File: src/hdl/tdcdefr_pkg.sv
package tdcdefr_pkg;

    localparam int unsigned WORD_W     = 32;
    localparam int unsigned CHANNEL_W  = 7;
    localparam int unsigned TIME_W     = 20;
    localparam int unsigned EVENT_W    = 12;
    localparam int unsigned COUNT_W    = 16;
    localparam int unsigned KIND_W     = 2;
    localparam int unsigned STATUS_W   = 3;
    localparam int unsigned TYPE_W     = 2;

    localparam int unsigned TYPE_LSB    = 21;
    localparam int unsigned CHANNEL_LSB = 24;

    localparam logic [TYPE_W-1:0] TYPE_HIT    = 2'd0;
    localparam logic [TYPE_W-1:0] TYPE_END    = 2'd1;
    localparam logic [TYPE_W-1:0] TYPE_HEADER = 2'd2;

    localparam logic [KIND_W-1:0] KIND_HEADER = 2'd0;
    localparam logic [KIND_W-1:0] KIND_HIT    = 2'd1;
    localparam logic [KIND_W-1:0] KIND_END    = 2'd2;
    localparam logic [KIND_W-1:0] KIND_ERROR  = 2'd3;

    localparam logic [STATUS_W-1:0] ST_OK           = 3'd0;
    localparam logic [STATUS_W-1:0] ST_HDR_EXPECTED = 3'd1;
    localparam logic [STATUS_W-1:0] ST_MISMATCH     = 3'd2;
    localparam logic [STATUS_W-1:0] ST_INVALID      = 3'd3;
    localparam logic [STATUS_W-1:0] ST_FULL         = 3'd4;

    localparam logic [COUNT_W-1:0] CAPACITY_RESET = 16'd1024;

    typedef struct packed {
        logic [KIND_W-1:0]    kind;
        logic [WORD_W-1:0]    hit_word;
        logic [CHANNEL_W-1:0] channel;
        logic [TIME_W-1:0]    hit_time;
        logic [EVENT_W-1:0]   event_number;
        logic [COUNT_W-1:0]   hit_count;
        logic [STATUS_W-1:0]  status;
    } result_t;

endpackage

File: src/hdl/tdcdefr_core.sv
module tdcdefr_core (
    input  logic                                aclk,
    input  logic                                aresetn,
    input  logic [tdcdefr_pkg::WORD_W-1:0]      word,
    input  logic                                advance,
    input  logic [tdcdefr_pkg::COUNT_W-1:0]     hit_capacity,
    output tdcdefr_pkg::result_t                result
);

    logic                               in_block_reg;
    logic                               in_block_next;
    logic [tdcdefr_pkg::COUNT_W-1:0]    block_hits_reg;
    logic [tdcdefr_pkg::COUNT_W-1:0]    block_hits_next;
    logic [tdcdefr_pkg::EVENT_W-1:0]    block_event_reg;
    logic [tdcdefr_pkg::EVENT_W-1:0]    block_event_next;
    logic [tdcdefr_pkg::TYPE_W-1:0]     word_type;

    assign word_type = word[tdcdefr_pkg::TYPE_LSB +: tdcdefr_pkg::TYPE_W];

    always_comb begin
        in_block_next    = in_block_reg;
        block_hits_next  = block_hits_reg;
        block_event_next = block_event_reg;
        result           = '0;
        result.kind      = tdcdefr_pkg::KIND_ERROR;
        result.status    = tdcdefr_pkg::ST_OK;

        if (!in_block_reg) begin
            if (word_type == tdcdefr_pkg::TYPE_HEADER) begin
                block_event_next = word[tdcdefr_pkg::EVENT_W-1:0];
                block_hits_next  = '0;
                in_block_next    = 1'b1;
                result.kind      = tdcdefr_pkg::KIND_HEADER;
            end else begin
                result.status = tdcdefr_pkg::ST_HDR_EXPECTED;
            end
        end else begin
            case (word_type)
                tdcdefr_pkg::TYPE_HIT: begin
                    if (block_hits_reg >= hit_capacity) begin
                        result.status = tdcdefr_pkg::ST_FULL;
                    end else begin
                        result.kind     = tdcdefr_pkg::KIND_HIT;
                        result.hit_word = word;
                        result.channel  =
                            word[tdcdefr_pkg::CHANNEL_LSB +: tdcdefr_pkg::CHANNEL_W];
                        result.hit_time = word[tdcdefr_pkg::TIME_W-1:0];
                        block_hits_next = block_hits_reg + 1'b1;
                    end
                end
                tdcdefr_pkg::TYPE_END: begin
                    result.kind = tdcdefr_pkg::KIND_END;
                    if (word[tdcdefr_pkg::COUNT_W-1:0] != block_hits_reg) begin
                        result.status = tdcdefr_pkg::ST_MISMATCH;
                    end
                    in_block_next = 1'b0;
                end
                default: begin
                    result.status = tdcdefr_pkg::ST_INVALID;
                end
            endcase
        end

        result.event_number = block_event_next;
        result.hit_count    = block_hits_next;
    end

    always_ff @(posedge aclk) begin
        if (!aresetn) begin
            in_block_reg    <= 1'b0;
            block_hits_reg  <= '0;
            block_event_reg <= '0;
        end else if (advance) begin
            in_block_reg    <= in_block_next;
            block_hits_reg  <= block_hits_next;
            block_event_reg <= block_event_next;
        end
    end

endmodule

File: src/hdl/tdc_event_block_deframer.sv
// event block deframer for a time-to-digital converter output buffer
// s_ channel: one raw 32-bit buffer word per item (s_valid / s_ready)
// m_ channel: exactly one result item per input word (m_valid / m_ready),
//   carrying kind, forwarded hit fields, event number, hit count, status
// cfg channel: cfg_data writes hit_capacity (cfg_valid / cfg_ready);
//   cfg_ready is always high, write only while no word is in flight
// pipeline: a word accepted into the input register is decoded by combinational logic
//   and captured in the result register, which drives the m_ ports
// throughput: one word per cycle while the receiver does not stall, set by the input
//   register feeding the decode logic and the result register
// when the receiver stalls the result register holds, the input register
//   still takes one more word if it is empty, then s_ready drops until m_ready returns
// reset (aresetn low, synchronous): both registers empty, no block open,
//   hit count and event number zero, hit_capacity back to 1024
module tdc_event_block_deframer (
    input  logic                                aclk,
    input  logic                                aresetn,
    input  logic                                s_valid,
    output logic                                s_ready,
    input  logic [tdcdefr_pkg::WORD_W-1:0]      s_word,
    output logic                                m_valid,
    input  logic                                m_ready,
    output logic [tdcdefr_pkg::KIND_W-1:0]      m_kind,
    output logic [tdcdefr_pkg::WORD_W-1:0]      m_hit_word,
    output logic [tdcdefr_pkg::CHANNEL_W-1:0]   m_channel,
    output logic [tdcdefr_pkg::TIME_W-1:0]      m_hit_time,
    output logic [tdcdefr_pkg::EVENT_W-1:0]     m_event_number,
    output logic [tdcdefr_pkg::COUNT_W-1:0]     m_hit_count,
    output logic [tdcdefr_pkg::STATUS_W-1:0]    m_status,
    input  logic                                cfg_valid,
    output logic                                cfg_ready,
    input  logic [tdcdefr_pkg::COUNT_W-1:0]     cfg_data
);

    logic                               in_valid_reg;
    logic [tdcdefr_pkg::WORD_W-1:0]     in_word_reg;
    logic                               out_valid_reg;
    tdcdefr_pkg::result_t               out_result_reg;
    tdcdefr_pkg::result_t               result_next;
    logic [tdcdefr_pkg::COUNT_W-1:0]    capacity_reg;
    logic                               advance;

    assign advance   = in_valid_reg && (!out_valid_reg || m_ready);
    assign s_ready   = !in_valid_reg || advance;
    assign cfg_ready = 1'b1;

    tdcdefr_core u_core (
        .aclk         (aclk),
        .aresetn      (aresetn),
        .word         (in_word_reg),
        .advance      (advance),
        .hit_capacity (capacity_reg),
        .result       (result_next)
    );

    always_ff @(posedge aclk) begin
        if (!aresetn) begin
            in_valid_reg  <= 1'b0;
            out_valid_reg <= 1'b0;
            capacity_reg  <= tdcdefr_pkg::CAPACITY_RESET;
        end else begin
            if (s_ready) begin
                in_valid_reg <= s_valid;
            end
            if (advance) begin
                out_valid_reg <= 1'b1;
            end else if (m_ready) begin
                out_valid_reg <= 1'b0;
            end
            if (cfg_valid) begin
                capacity_reg <= cfg_data;
            end
        end
    end

    always_ff @(posedge aclk) begin
        if (s_ready && s_valid) begin
            in_word_reg <= s_word;
        end
        if (advance) begin
            out_result_reg <= result_next;
        end
    end

    assign m_valid        = out_valid_reg;
    assign m_kind         = out_result_reg.kind;
    assign m_hit_word     = out_result_reg.hit_word;
    assign m_channel      = out_result_reg.channel;
    assign m_hit_time     = out_result_reg.hit_time;
    assign m_event_number = out_result_reg.event_number;
    assign m_hit_count    = out_result_reg.hit_count;
    assign m_status       = out_result_reg.status;

endmodule

File: config.mk
export PLATFORM = sky130hd
export DESIGN_NAME = tdc_event_block_deframer
export DESIGN_NICKNAME = d
export VERILOG_FILES = /design/src/hdl/tdcdefr_pkg.sv /design/src/hdl/tdcdefr_core.sv /design/src/hdl/tdc_event_block_deframer.sv
export SDC_FILE = /design/constraint.sdc
export NUM_CORES = 1
export LEC_CHECK = 0
export BUFFER_PORTS_ARGS = -buffer_cell sky130_fd_sc_hd__buf_4
export CAP_MARGIN = 10
export CORE_MARGIN = 5
export CORE_UTILIZATION = 45
export DETAILED_ROUTE_END_ITERATION = 6
export GPL_ROUTABILITY_DRIVEN = 1
export GPL_TIMING_DRIVEN = 0
export PLACE_DENSITY = 0.64
export SLEW_MARGIN = 10
export SYNTH_ARGS = -nofsm -noshare
export SYNTH_HDL_FRONTEND = slang
export SYNTH_HIERARCHICAL = 1
export SYNTH_SLANG_ARGS = --single-unit
File: constraint.sdc
create_clock -name aclk -period 16.1 [get_ports aclk]
set_input_delay 1.61 -clock aclk [delete_from_list [all_inputs] [get_ports aclk]]
set_output_delay 1.61 -clock aclk [all_outputs]
set_load 0.03 [all_outputs]
After elaboration in Yosys (flattened, before gate mapping)
Index checks and enable logic that the tools add are counted.

storage, ports and cells
  register bits = 171
  input bits = 53
  logic and storage cells = 50

operators by class
  $add $sub $neg = 1
  order comparisons = 1
  eq/ne operators = 3
  muxes and demuxes = 20
  bitwise operators = 2
  reduce and logical (&&, ||, !) cells = 9

operators with widths
  operator                 count
  $mux W16                 4
  $mux W61                 1
  $mux W12                 2
  $add A16 B1 Y16 const B  1
  $ge A16 B16 Y1           1
  $ne A16 B16 Y1           1
  $mux W1                  6
  $mux W2                  3
  $mux W3                  2
  $pmux W3 S2              1
  $pmux W2 S2              1
  $reduce_or A3 Y1         1
  $eq A2 B1 Y1 const B     1
  $eq A2 B2 Y1 const B     1
  $logic_and A1 B1 Y1      2
  $logic_not A1 Y1         2
  $logic_not A2 Y1         1
  $logic_or A1 B1 Y1       2
  $not A1 Y1               2
  $reduce_bool A2 Y1       1

Depth between registers and ports, before layout
  depth in word-level cells = 5
  gate-level depth with buffers = 10

Hierarchy
The synthesis kept the hierarchy.

by module, submodules not included
  module                    instances  cells each  area each (µm²)  sequential area each (µm²)
  tdc_event_block_deframer  1          186         4,431.8          4,083.9
  tdcdefr_core              1          404         2,947.8          580.6

Least setup slack after synthesis
OpenSTA, ideal clock, no wires.

  kind = in2reg
  from = input port m_ready
  to = register u_core/block_hits_reg[3] (netlist bit)
  library setup time = 0.075 ns
  arrival time = 7.476 ns
  required time = 16.025 ns
  path slack = 8.548 ns
  cell stages on the path = 5
  buffers on the path = 0
  cell sequence = nor2b_1 > nor2b_1 > inv_1 > or4_1 > a31oi_1

on the way
  cells in the longest elaborated chain, start to end = 2

ends and longest elaborated chain
  item                  line                            RTL
  start, declared       tdc_event_block_deframer.sv:22  input logic m_ready,
  $logic_or A1 B1 Y1    tdc_event_block_deframer.sv:43  assign advance = in_valid_reg && (!out_valid_reg || m_ready);
  $logic_and A1 B1 Y1   tdc_event_block_deframer.sv:43
  via advance           tdc_event_block_deframer.sv:41  logic advance;
  end signal, assigned  tdcdefr_core.sv:75              block_hits_reg <= block_hits_next;
  end, declared         tdcdefr_core.sv:12              logic [tdcdefr_pkg::COUNT_W-1:0] block_hits_reg;

The timed path passes the listed nets, and every way through them passes these cells.
A chain may end at the register's enable or synchronous reset.

Worst setup path in the final report
  from = input port m_ready
  to = register u_core/block_event_reg[6] (netlist bit)

on the way
  cells in the longest elaborated chain, start to end = 2

ends and longest elaborated chain
  item                  line                            RTL
  $logic_or A1 B1 Y1    tdc_event_block_deframer.sv:43
  $logic_and A1 B1 Y1   tdc_event_block_deframer.sv:43
  via advance           tdc_event_block_deframer.sv:41
  end signal, assigned  tdcdefr_core.sv:76              block_event_reg <= block_event_next;
  end, declared         tdcdefr_core.sv:14              logic [tdcdefr_pkg::EVENT_W-1:0] block_event_reg;

The timed path passes the listed nets, and every way through them passes these cells.

==> metrics.yaml <==
clock_network:
  ctsHoldBuffers: 0
  postCtsSetupBuffers: 0
  cts.sinks: 171
  clk_path_buf_depth: 2
  cts_tree: "done"
  cts_buffers: 17
  cts_root_buf: "clkbuf_16"
  clk_latency_ns: 0.43
  ctsResizeCount: 0
  h-tree-depth: 4
  clk_pin_slew_ns: 0.07
floorplanning:
  die_h_um: 138
  num_rows: 46
  start_util_pct: 46.1
  num_io_pins: 148
  die_area_mm2: 0.0191
  die_x_um: 138
  coreArea_mm2: 0.0160
critical_path:
  critPathArrivalTime_ns: 3.99
  critPathMaxStageDelay_ns: 0.74
  cp_max_fo: 27
  reg2reg_slack_ns: 13.17
  crit_path_frequent_cell: "clkbuf_1"
  endpoint_kind: "register"
  slowest_stage: "clkbuf_1"
  cp.required_ns: 16.39
  critPathKind: "in2reg"
  path_cells: "buf_4 > nor2b_1 > nor2b_4 > buf_12 > clkbuf_1 > clkbuf_1 > mux2i_1 > nor2_1"
  cp-start-kind: "input pin"
sta:
  report.final.slew_viol_count: 0
  final_hold_viol_count: 0
  max_freq_mhz: 271
  setup_violations: 0
  rsz0062_at_grt: "no"
  finClkSkew_ns: 0.0106
  setup_tns_ns: 0
  fin_crit_ns: 3.69
  slew_headroom_pct: 23.1
  whs_ns: 0.493
  worst_pin_slew_ns: 1.14
  fin_crit_sh_pct: 22.9
drt:
  dr_total_vias: 5023
  dr.pass1.iters: 5
  post_drt_wl_per_cell_um: 16.9
  routed_wirelength_um: 16700
  vias_per_cell: 5.08
  drtIter0Drc: 305
  drc: 0
  ant_nets: 0
power_and_ir_drop:
  leakage_nw: 3.83
  power_density_mw_per_mm2: 107
  worst_ir_drop_vdd_mv: 0.0724
status:
  status: "finished, final reports clean"
yosys:
  ys_seq_elements: 171
  ys.warnings.count: 6
  synth_edf_count: 124
  synth_area_per_cell_um2: 12.5
  synthMostInstantiatedCell: "edfxtp_1"
  synth_top_area_cell: "edfxtp_1"
  synth.area.top_cells: "edfxtp_1 50%, dfxtp_1 13%, mux2i_1 3.8%"
  ys.flop_type: "edfxtp_1"
  synth_cell_types: 56
  synth.top_cell.area_share_pct: 50.5
  async_flop_share_pct: 0
  synthTopCellsByCount: "124 x edfxtp_1, 56 x nand2_1, 47 x dfxtp_1, 32 x and2_1, 30 x buf_4"
  ys_seq_area_share_pct: 63.2
  syn_inst: 590
  synth_area_mm2: 0.00738
final_layout:
  num-fill-cells: 1332
  fin_cells: 988
  final_nets: 829
  area_growth_pct: 28.2
  diodes: 0
  seqCellArea_mm2: 0.00466
  multi_input_comb_area_mm2: 0.00226
  drive_gt1_share_pct: 29.5
placed_design:
  dp.cells: 956
  place.gp.congestion: 0.898
  hpwl_um: 12100
  portBuffers: 145
grt:
  grt_max_degree: 32
  grtUsageTotal_pct: 17.6
  grt_pass1_vias: 5176
  overflow: 0
  antenna_found_initial: 0
  grt_first_pass_wirelength_um: 26700
run:
  maxCapViolations: 0
worst_hold_path:
  hp-class: "reg2reg"
cells in the final DEF (no fill, tap or decap), drive strengths merged, types with 11 or more instances in the layout:
master	count
ha	17
buf	190
nor2b	26
nor2	26
dfxtp	47
and2	32
clkbuf	37
nand3	11
inv	34
xnor2	16
nand2	56
edfxtp	124
mux2i	28
final cells by class:
type                            instances  share of cell area (%)
Tap cell                              216                    2.86
Sequential cell                       171                    49.3
Multi-Input combinational cell        334                    23.9
Timing Repair Buffer                  149                    12.4
Buffer                                 59                    3.95
Clock buffer                           19                    4.57
Clock inverter                         13                    1.92
Inverter                               27                    1.07
final timing paths:
kind	start	endpoint	cells past startpoint
max	m_ready	u_core/block_event_reg[6]	8
min reg2reg	capacity_reg[10]	capacity_reg[10]	2
min	capacity_reg[10]	capacity_reg[10]	2
max reg2reg	u_core/block_hits_reg[14]	m_hit_word[5]	9
per-stage QoR:
step	area, um2	utilization, %	power [mW]	setup slack (ns)
2_1_floorplan	7380	-	0.559	8.55
3_3_place_gp	8740	54.6	0.596	5.85
3_5_place_dp	8850	55.3	0.598	11.99
4_1_cts	9460	59.1	1.02	12.41
5_1_grt	9460	59.1	1.05	12.31
6_report	9460	59.1	1.01	12.41
kinds of logic (layout without fill, tap and decap cells):
| group | count (synthesis) | in the layout | synth area share (%) |
|---|---|---|---|
| flip-flops | 171 | 171 | 63.2 |
| AND/OR/NAND/NOR | 202 | 202 | 14.3 |
| AO/OA/AOI/OAI | 68 | 68 | 7.41 |
| multiplexers | 28 | 28 | 3.80 |
| other | 2 | 3 | 0.102 |
| adder cells (fa/ha/maj) | 17 | 17 | 2.88 |
| XOR/XNOR | 16 | 16 | 1.90 |
| buffers and inverters | 86 | 267 | 6.44 |
power breakdown:
part           switching [mW]  internal (mW)  leakage, nW
sequential            0.00797          0.491         1.57
combinational          0.0541         0.0355         1.96
clock                   0.174          0.249        0.298
worst max-delay path: cells and delay by family:
family	cells	cell delay, ns
buf+inv	4	1.58
simple gates	3	0.50
mux	1	0.28
per-layer routing:
layer	share of wire, %	track usage (%)	up-vias	routed length [um]
met1	44	22.3	2365	7290
met2	48	28.7	204	8030
met3	6.2	4.41	31	1030
met4	1.9	7.28	0	316
li1	-	-	2423	-
met5	0	0	-	0
No activity file was read; power rests on OpenSTA's default activity.
